### config.mk
export PLATFORM = sky130hd
export DESIGN_NAME = i2c_master_bit_engine
export DESIGN_NICKNAME = d
export VERILOG_FILES = /design/src/rtl/i2cm_pkg.sv /design/src/rtl/i2cm_cfg.sv /design/src/rtl/i2cm_step.sv /design/src/rtl/i2c_master_bit_engine.sv
export SDC_FILE = /design/constraint.sdc
export NUM_CORES = 1
export LEC_CHECK = 0
export ABC_CLOCK_PERIOD_IN_PS = 4000
export CORE_MARGIN = 2
export CORE_UTILIZATION = 50
export CTS_CLUSTER_DIAMETER = 40
export DETAILED_ROUTE_END_ITERATION = 8
export DONT_BUFFER_PORTS = 1
export GPL_ROUTABILITY_DRIVEN = 0
export MAX_ROUTING_LAYER = met4
export PLACE_DENSITY = 0.68
export SLEW_MARGIN = 20
export SYNTH_ARGS = -nofsm -noshare
export SYNTH_HDL_FRONTEND = slang
export SYNTH_SLANG_ARGS = --single-unit
### constraint.sdc
create_clock -name clk_i -period 4 [get_ports clk_i]
set_clock_uncertainty 0.05 [all_clocks]
set_input_delay 0 -clock clk_i [delete_from_list [all_inputs] [get_ports clk_i]]
set_output_delay 0 -clock clk_i [all_outputs]
set_load 0.005 [all_outputs]
### src/rtl/i2cm_pkg.sv
// types and constants of the i2c master bit engine
package i2cm_pkg;

  // command codes, idle takes the one undefined mode code
  typedef enum logic [2:0] {
    OP_START    = 3'd0,
    OP_STOP     = 3'd1,
    OP_WRITE    = 3'd2,
    OP_READ     = 3'd3,
    OP_ACK      = 3'd4,
    OP_NACK     = 3'd5,
    OP_WAIT_ACK = 3'd6,
    OP_IDLE     = 3'd7
  } op_e;

  localparam logic [1:0]  PhasesStartStop = 2'd3;
  localparam logic [1:0]  PhasesBit       = 2'd2;
  localparam logic [2:0]  LastBit         = 3'd7;

  localparam int unsigned ApbAddrWidth    = 3;
  localparam logic        RegHalfPeriod   = 1'b0;
  localparam logic [15:0] HalfPeriodRst   = 16'd500;

  typedef struct packed {
    logic       cmd_valid;
    logic [2:0] mode;
    logic [7:0] write_data;
    logic       sda_in;
  } in_t;

  typedef struct packed {
    logic       scl;
    logic       sda_release;
    logic       busy_res;
    logic       done_res;
    logic [7:0] read_byte;
    logic       ack_bit;
  } out_t;

  typedef struct packed {
    op_e        op;
    logic [2:0] bit_idx;
    logic [1:0] phase;
    logic [7:0] tx;
    logic [7:0] rx;
    logic       ack;
    logic       scl;
    logic       sda;
  } state_t;

endpackage

### src/rtl/i2cm_cfg.sv
// apb register file holding the phase length
module i2cm_cfg (
  input  logic                               clk_i,
  input  logic                               rst_ni,
  input  logic                               psel,
  input  logic                               penable,
  input  logic                               pwrite,
  input  logic [i2cm_pkg::ApbAddrWidth-1:0]  paddr,
  input  logic [31:0]                        pwdata,
  output logic [31:0]                        prdata,
  output logic                               pready,
  output logic [15:0]                        half_period_o
);
  import i2cm_pkg::*;

  logic [15:0] half_period_q;
  logic        wr_en;

  assign pready = 1'b1;
  assign wr_en  = psel & penable & pwrite & pready
                & (paddr[ApbAddrWidth-1] == RegHalfPeriod);

  always_ff @(posedge clk_i or negedge rst_ni) begin
    if (!rst_ni) begin
      half_period_q <= HalfPeriodRst;
    end else if (wr_en) begin
      half_period_q <= pwdata[15:0];
    end
  end

  always_comb begin
    prdata = 32'd0;
    if (paddr[ApbAddrWidth-1] == RegHalfPeriod) begin
      prdata = {16'd0, half_period_q};
    end
  end

  assign half_period_o = half_period_q;

endmodule

### src/rtl/i2cm_step.sv
// next-state and result logic for one bus timer tick
module i2cm_step #(
  parameter int unsigned TIMER_WIDTH = 16
) (
  input  i2cm_pkg::state_t         state_i,
  input  logic [TIMER_WIDTH-1:0]   tick_i,
  input  logic [15:0]              half_period_i,
  input  i2cm_pkg::in_t            in_i,
  output i2cm_pkg::state_t         state_o,
  output logic [TIMER_WIDTH-1:0]   tick_o,
  output i2cm_pkg::out_t           res_o
);
  import i2cm_pkg::*;

  // {scl, sda} for phase s of a command
  function automatic logic [1:0] drive_lvl(op_e op, logic [1:0] s, logic b);
    logic [1:0] lv;
    case (op)
      OP_START: lv = {s < 2'd2, s == 2'd0};
      OP_STOP:  lv = {s > 2'd0, s == 2'd2};
      OP_WRITE: lv = {s == 2'd0, b};
      OP_ACK:   lv = {s == 2'd0, 1'b0};
      default:  lv = {s == 2'd0, 1'b1};
    endcase
    return lv;
  endfunction

  logic [TIMER_WIDTH-1:0] len_raw;
  logic [TIMER_WIDTH-1:0] len;
  state_t                 st;
  logic [TIMER_WIDTH-1:0] tk;
  logic [1:0]             ph_n;
  logic [1:0]             ph_cnt;
  logic                   scl_now;
  logic                   sda_now;
  logic                   done;

  // zero length acts as one tick
  assign len_raw = TIMER_WIDTH'(half_period_i);
  assign len     = (len_raw == '0) ? TIMER_WIDTH'(1) : len_raw;

  always_comb begin
    st     = state_i;
    tk     = tick_i;
    done   = 1'b0;
    ph_n   = 2'd0;
    ph_cnt = PhasesBit;

    // command launch, tick is the first of the first phase
    if (state_i.op == OP_IDLE && in_i.cmd_valid && in_i.mode != OP_IDLE) begin
      st.op      = op_e'(in_i.mode);
      st.phase   = 2'd0;
      st.bit_idx = 3'd0;
      tk         = '0;
      if (st.op == OP_WRITE) begin
        st.tx = in_i.write_data;
      end
      {st.scl, st.sda} = drive_lvl(st.op, st.phase, st.tx[7]);
    end

    scl_now = st.scl;
    sda_now = st.sda;

    if (st.op != OP_IDLE) begin
      tk = tk + TIMER_WIDTH'(1);
      if (tk >= len) begin
        tk = '0;
        // sample at the end of the scl-high phase
        if (st.phase == 2'd0) begin
          if (st.op == OP_READ) begin
            st.rx = {st.rx[6:0], in_i.sda_in};
          end else if (st.op == OP_WAIT_ACK) begin
            st.ack = in_i.sda_in;
          end
        end
        if (st.op == OP_WRITE && st.phase == 2'd1) begin
          st.tx = {st.tx[6:0], 1'b0};
        end
        ph_n   = st.phase + 2'd1;
        ph_cnt = (st.op == OP_START || st.op == OP_STOP) ? PhasesStartStop : PhasesBit;
        if (ph_n >= ph_cnt) begin
          if ((st.op == OP_WRITE || st.op == OP_READ) && st.bit_idx < LastBit) begin
            st.bit_idx = st.bit_idx + 3'd1;
            st.phase   = 2'd0;
            {st.scl, st.sda} = drive_lvl(st.op, st.phase, st.tx[7]);
          end else begin
            case (st.op)
              OP_START: {st.scl, st.sda} = 2'b00;
              OP_STOP:  {st.scl, st.sda} = 2'b11;
              default:  {st.scl, st.sda} = 2'b01;
            endcase
            st.op      = OP_IDLE;
            st.phase   = 2'd0;
            st.bit_idx = 3'd0;
            tk         = '0;
            done       = 1'b1;
          end
        end else begin
          st.phase = ph_n;
          {st.scl, st.sda} = drive_lvl(st.op, st.phase, st.tx[7]);
        end
      end
    end
  end

  assign state_o = st;
  assign tick_o  = tk;

  always_comb begin
    res_o.scl         = scl_now;
    res_o.sda_release = sda_now;
    res_o.busy_res    = (st.op != OP_IDLE);
    res_o.done_res    = done;
    res_o.read_byte   = st.rx;
    res_o.ack_bit     = st.ack;
  end

endmodule

### src/rtl/i2c_master_bit_engine.sv
// i2c master bit engine: top level with tick handshake and apb config
// latency: an accepted tick beat shows its result beat in the next cycle, from the result register
// throughput: one tick per cycle while the input does not stall, set by the state update loop
// the input stalls only while the result register is full and the sink stalls
// reset: asynchronous active low, engine idle, scl and sda released,
// phase length 500 ticks, result register empty
module i2c_master_bit_engine #(
  parameter int unsigned TIMER_WIDTH = 16
) (
  input  logic                               clk_i,
  input  logic                               rst_ni,
  // tick channel
  input  logic                               in_valid_i,
  output logic                               in_stall_o,
  input  i2cm_pkg::in_t                      in_data_i,
  // result channel
  output logic                               out_valid_o,
  input  logic                               out_stall_i,
  output i2cm_pkg::out_t                     out_data_o,
  // configuration port
  input  logic                               psel,
  input  logic                               penable,
  input  logic                               pwrite,
  input  logic [i2cm_pkg::ApbAddrWidth-1:0]  paddr,
  input  logic [31:0]                        pwdata,
  output logic [31:0]                        prdata,
  output logic                               pready
);
  import i2cm_pkg::*;

  logic [15:0]            half_period;
  state_t                 state_q;
  state_t                 state_d;
  logic [TIMER_WIDTH-1:0] tick_q;
  logic [TIMER_WIDTH-1:0] tick_d;
  out_t                   res_d;
  out_t                   res_q;
  logic                   res_valid_q;
  logic                   accept;

  // phase length register behind the apb port
  i2cm_cfg u_cfg (
    .clk_i         (clk_i),
    .rst_ni        (rst_ni),
    .psel          (psel),
    .penable       (penable),
    .pwrite        (pwrite),
    .paddr         (paddr),
    .pwdata        (pwdata),
    .prdata        (prdata),
    .pready        (pready),
    .half_period_o (half_period)
  );

  // one tick of the sequencer, purely combinational
  i2cm_step #(
    .TIMER_WIDTH (TIMER_WIDTH)
  ) u_step (
    .state_i       (state_q),
    .tick_i        (tick_q),
    .half_period_i (half_period),
    .in_i          (in_data_i),
    .state_o       (state_d),
    .tick_o        (tick_d),
    .res_o         (res_d)
  );

  // a new beat is taken whenever the result register is empty or draining
  assign in_stall_o = res_valid_q & out_stall_i;
  assign accept     = in_valid_i & ~in_stall_o;

  // sequencer state, advanced once per accepted tick
  always_ff @(posedge clk_i or negedge rst_ni) begin
    if (!rst_ni) begin
      state_q.op      <= OP_IDLE;
      state_q.bit_idx <= 3'd0;
      state_q.phase   <= 2'd0;
      state_q.tx      <= 8'd0;
      state_q.rx      <= 8'd0;
      state_q.ack     <= 1'b0;
      state_q.scl     <= 1'b1;
      state_q.sda     <= 1'b1;
      tick_q          <= '0;
    end else if (accept) begin
      state_q <= state_d;
      tick_q  <= tick_d;
    end
  end

  // result register valid flag
  always_ff @(posedge clk_i or negedge rst_ni) begin
    if (!rst_ni) begin
      res_valid_q <= 1'b0;
    end else if (accept) begin
      res_valid_q <= 1'b1;
    end else if (!out_stall_i) begin
      res_valid_q <= 1'b0;
    end
  end

  // result payload, no reset needed
  always_ff @(posedge clk_i) begin
    if (accept) begin
      res_q <= res_d;
    end
  end

  assign out_valid_o = res_valid_q;
  assign out_data_o  = res_q;

endmodule

# Word level (Yosys, flattened, before mapping)
# Index checks and enable logic that the tools add are counted.
# op_classes
add_sub_neg	3
n_lt_le_gt_ge	5
n_reduce_logical	11
n_bitwise	7
eq_ne	15
mux	29
# op_table
operator	count
$mux 16	6
$mux 27	2
$mux 8	3
$add 16x1->16 const B	1
$ge 16x16->1	1
$logic_not 16->1	1
$eq 3x3->1 const B	4
$pmux 2 s3	2
$eq 3x2->1 const B	3
$mux 9	1
$ne 3x3->1 const B	3
$mux 2	4
$pmux 2 s4	1
$eq 3x1->1 const B	2
$mux 1	6
$mux 6	1
$and 1x1->1	5
$mux 5	1
$logic_and 1x1->1	4
$logic_not 2->1	2
$pmux 2 s2	1
$add 3x1->3 const B	1
$logic_not 3->1	1
$lt 3x3->1 const B	1
other kinds (11)	13
# word_totals
out_inout_bits	48
in_bits	55
register_bits	73

# Logic depth before layout (Yosys ltp)
# depth
depth_word	13
mapped_depth	21

# Cells and area by module
# Synthesis repeated with hierarchy kept, for this count alone.
# hier_totals
cells_unflattened	495
area_unflattened_um2	5123.7
# modules_own_cells
mod	cells_each	area_per_inst_um2	seq_area_each_um2	instances
i2cm_step	318	2165.8	0.0	1
i2c_master_bit_engine	107	2050.7	1497.7	1
i2cm_cfg	70	907.1	407.9	1

# Worst setup path before layout
# Ideal clock, no wire load.
# synth_timing
kind	register -> register
start	register state_q[25] in the netlist's numbering
end	register state_q[22] in the netlist's numbering
arrival_time_ns	4.261
path_stages_with_launch	21
path_buffers	4
path_slack_ns	-0.430
synth_period_minus_slack_ns	4.430
setup_ns	0.120
required_time_ns	3.830
cell_sequence	dfstp_2 clkbuf_2 and4_1 nand2_1 clkbuf_1 clkbuf_1 and2_1 ha_1 nand3_1 nor4_1 nand4_1 xnor2_1 nor2_1 ha_1 nand2_1 o21ai_0 nor3_1 a211o_1 buf_6 or3_1 a31o_1
# synth_via
elab_chain_cells	11
elab_cells_between_ends	24
cone_classes	add/sub: 3; order compare: 3; eq/ne: 5; mux: 7; reduce/logical: 6
# synth_lines
item	line	rtl
start: declaration	i2c_master_bit_engine.sv:32	state_t state_q;
start signal: assignment	i2c_master_bit_engine.sv:85	state_q <= state_d;
parallel branches: the longest is 10 deep, another holds $add 16x1->16	--	
$mux 27 (*)	i2cm_step.sv:64	if (st.op != OP_IDLE) begin
# Mark *: on every way between the ends.
# A chain may end at the register's enable or synchronous reset.

# Final worst setup path
# layout_timing
start	register state_q[26] in the netlist's numbering
end	register state_q[22] in the netlist's numbering
# The elaborated chain is that of the path after synthesis.

==> summary.md <==
The run finished with clean final reports. The number of buffers inserted by post-CTS setup repair came out at 0. Slowest stage cell on the critical path: dfstp_2. At the pin with the least slew margin, the transition time is 0.884 ns. The final worst-path cycle share was 96.7%; the synthesized cell area was 4840 sq um. The number of synthesized register bits is 73.

For this run, the slowest stage of the critical path takes 0.53 ns. The logs give 643 for the layout net count and 0.230 mV for the maximum vdd drop. For this run, the number of Yosys warnings is 0.

The total global routing track utilization is 24.0%. The critical path goes through and4_4, nand2_4, and2_1, ha_2, nand3_2, nor2_2, and3_1, xnor2_1, nor2_1, ha_1, o2111ai_1, a311oi_1, nor2_2, a211o_2, or3_1, a31o_1. For the worst setup path, the data required time is 4.20 ns.

Data on the critical path arrives at its endpoint at 4.07 ns. The run gives 0 as the total count of max-transition violations in the final report. The max-slew headroom at the worst pin is 40.7%. The clock slew at the register clock pins of the worst setup and hold paths works out to 0.08 ns.

The largest total area in the synthesized netlist belongs to dfrtp_1. After technology mapping, the gate count stands at 528. The run gives 51.9% as the initial core utilization.

Yosys instantiated no cell more often than nand2_1. Entering global routing, the biggest net connects 61 pins. The setup path with the least slack is of type register to register.

Counting cells, the worst reg-to-reg path comes to 16. The library cell appearing most often on the critical path was nor2_2. Subtracting the final worst setup slack from the clock period gives 3.87 ns. The average instance in the mapped netlist occupies 9.16 sq um.

The post-placement cell area was 4990 sq um. Counting every sink on the clock net gives 73. After routing the design area is 5550 sq um.

Internal power comes to 1.61 mW. The number of endpoints with negative hold slack in the final report is 0, and the total design power is 2.63 mW. For this run, the register share of the synthesized area comes to 39.4%. In the final layout, the share of cells above drive strength 1 is 17.6%. The sum of routed wire length over all layers is 11.4 mm. The maximum fanout along the worst path is 8. The tools report the kind of end point of the critical path as a register. Number of levels in the clock H-tree: 3.

The tools report the hold-critical path endpoint as out_data_o[10]. For this run, asynchronously set or reset flops after synthesis account for 82.2%. Of the post-synthesis cell area, the dominant cell type holds 25.3%. The tools report the source of the worst register-to-register timing path as state_q[26]. TritonCTS built the clock tree. The tools report the clock tree root buffer cell as clkbuf_8.

The prevailing post-synth register cell is dfrtp_1. The via total after detailed routing was 4,049. In this run the critical register-to-register path is captured at state_q[22].

The die covers 10,500 sq um. The run gives 3,931 as the via count of the first global-routing pass. From synthesis to final layout, the design area changed by 14.6%. By count the netlist is led by nand2_1, dfrtp_1, nor2_1.

Grouping stages by cell kind, the critical path spends the most delay in simple AND/OR/NAND/NOR gates. The tools report the number of buffers between clock root and the deepest sink as 2. The tools report the number of detailed-routing iterations run before antenna repair as 5. In the routed design, unresolved DRC markers number 0. The first-pass GRT wire length came out at 19.0 mm. The finished layout holds 698 standard cells, fillers aside. After the first detailed-routing iteration, the DRC count stood at 258. For this design the top-level I/O count stands at 103. The run gives 9 as the CTS buffer count. The detail route stage leaves a number of antenna-violating nets equal to 0. For the sequential share of power, the log shows 37.7%.

The setup slack on the worst flop-to-flop path was 0.13 ns. The die is 102 microns wide. Net switching is 38.8% of the power. Counting both buffers and inverters, the worst setup path holds a total of 0. Placeable core region: 9330 sq um.

The source-to-sink clock delay at the later pin of the worst-skew pair was 0.36 ns. The analysis attributes to cell leakage a power of 2.40 nW. Setup repair after global routing could not meet its margin everywhere. In this run, synthesis inferred 13 flip-flops with an integrated enable. Per report_power, the clock group accounts for 22.4% of the total. Port buffering added 0 buffers.

Count of antenna diodes in the layout: 0. Per report_power, the combinational group accounts for 39.9% of the total. The switching power came out at 1.02 mW.

The number of max-cap violations was 0. The logs give 0 for the number of antenna violations at the first check in global routing and 2700 sq um for the area of the multi-input gates. Kind of launch point of the worst setup path: a register.

Dividing total power by cell area gives a power density of 474 nW/um^2. The HPWL after detailed placement is 7.82 mm. The logs give 65 for the number of distinct library cell variants in the gate-level netlist after synthesis and 35 for the row count. The total overflow left after global routing is 0. Counting tap cells, the placed design contains a total of 650 instances. By area the synthesized netlist is led by dfrtp_1, edfxtp_1, mux2_2. In the final routed layout, each cell accounts on average for 16.3 microns.

The average vias per placed instance works out to 5.80. The type of the tightest min-delay check was input pin to register. The tools report the source of the worst hold timing path as in_data_i[10]. For the number of inserted filler cells in the final layout, the log shows 800. Static timing analysis puts the maximum clock frequency at 258 MHz. Footprint of the flip-flops and latches: 1910 sq um. The total setup violations reported at the end of the flow was 0. The depth of the worst hold-timing path was 2. The die outline height was 102 microns.
state kept, by name (all words and copies together) (netlist names):
name                 cells
state_q                 27
u_cfg.half_period_o     16
tick_q                  16
out_valid_o              1
out_data_o              13
power by group through the flow:
stage | registers, mW | clock network (mW) | logic [mW]
floorplan | 0.979 | 0 | 0.760
global placement | 0.998 | 0 | 0.941
detailed placement | 1.00 | 0 | 0.976
CTS | 0.990 | 0.603 | 1.03
global route | 1.01 | 0.630 | 1.19
finish | 0.991 | 0.587 | 1.05
cells by family after synthesis:
family	after synthesis	share of synthesized area [%]
AND/OR/NAND/NOR	199	19.7
AO/OA/AOI/OAI	112	16.1
flip-flops	73	39.4
buffers and inverters	66	7.14
multiplexers	38	8.71
adder cells (fa/ha/maj)	24	6.21
XOR/XNOR	14	2.53
other	2	0.155
worst register-to-register path: stages (launching register included):
cell and delay [ns]:
dfstp_2 0.53, and4_4 0.27, nand2_4 0.08, and2_1 0.18, ha_2 0.19, nand3_2 0.12, nor2_2 0.09, and3_1 0.19
xnor2_1 0.21, nor2_1 0.07, ha_1 0.29, o2111ai_1 0.14, a311oi_1 0.30, nor2_2 0.11, a211o_2 0.37, or3_1 0.37
a31o_1 0.21
layout by cell type, fill, tap and decap left out, drive strengths merged, types with 3 or more instances in the layout:
master       instances
ha                  24
a21oi               24
dfstp               11
or3                  3
buf                 22
mux2i                5
nor3                14
a31oi                4
o211ai              14
nand3               24
o31ai                7
nand4               10
nand2b               5
clkbuf              10
and2                 9
xor2                 6
xnor2                8
and3                 4
o21ai               21
dlygate4sd3         31
mux2                33
dfrtp               49
nor4                 4
conb                17
a211oi               3
nand4b               4
a32oi               11
nand2               66
nor2                49
edfxtp              13
inv                 24
final cells by class:
class / count / share of cell area (%)
well taps: 129 / 2.91
clock buffers: 10 / 2.30
flip-flops and latches: 73 / 34.4
multi-input cells: 404 / 48.7
inverters: 23 / 1.56
clock inverters: 6 / 1.22
repair buffers: 53 / 8.93
through the flow:
step	hold WS, ns	TNS (ns)	setup WS, ns	util [%]
final	0.0120	0	0.131	59.5
after floorplan	-0.346	0	0.0320	-
after detailed placement	-0.344	0	0.0739	53.5
after global placement	-0.344	0	0.216	53.5
after CTS	0.00361	0	0.0527	59.2
after global routing	0.0308	-0.0109	-0.0109	59.5
repair_timing:
item | in CTS | in global routing
hold endpoints to repair | 109 | 0
setup endpoints to repair | 0 | 44
gates resized for setup | 0 | 6
hold buffers | 32 | 0
per-layer routing:
layer  track usage (%)  up-vias  share of wire [%]
li1                  -     1961                  -
met1              30.4     1947                 44
met2              39.3      122                 50
met3              5.34       19                5.4
met4              6.26        0                1.4
met5                 -        -                  0
worst max path at each step:
stage	to	startpoint	depth (start not counted)	slack (ns)
final	state_q[22]	state_q[26]	16	0.13
after global routing	state_q[15]	state_q[26]	17	-0.01
after CTS	tick_q[7]	state_q[26]	17	0.05
after detailed placement	tick_q[7]	state_q[26]	17	0.07
after global placement	out_data_o[5]	state_q[26]	16	0.22
after floorplan	state_q[22]	state_q[25]	20	0.03
Power figures use the tool's default switching activity.
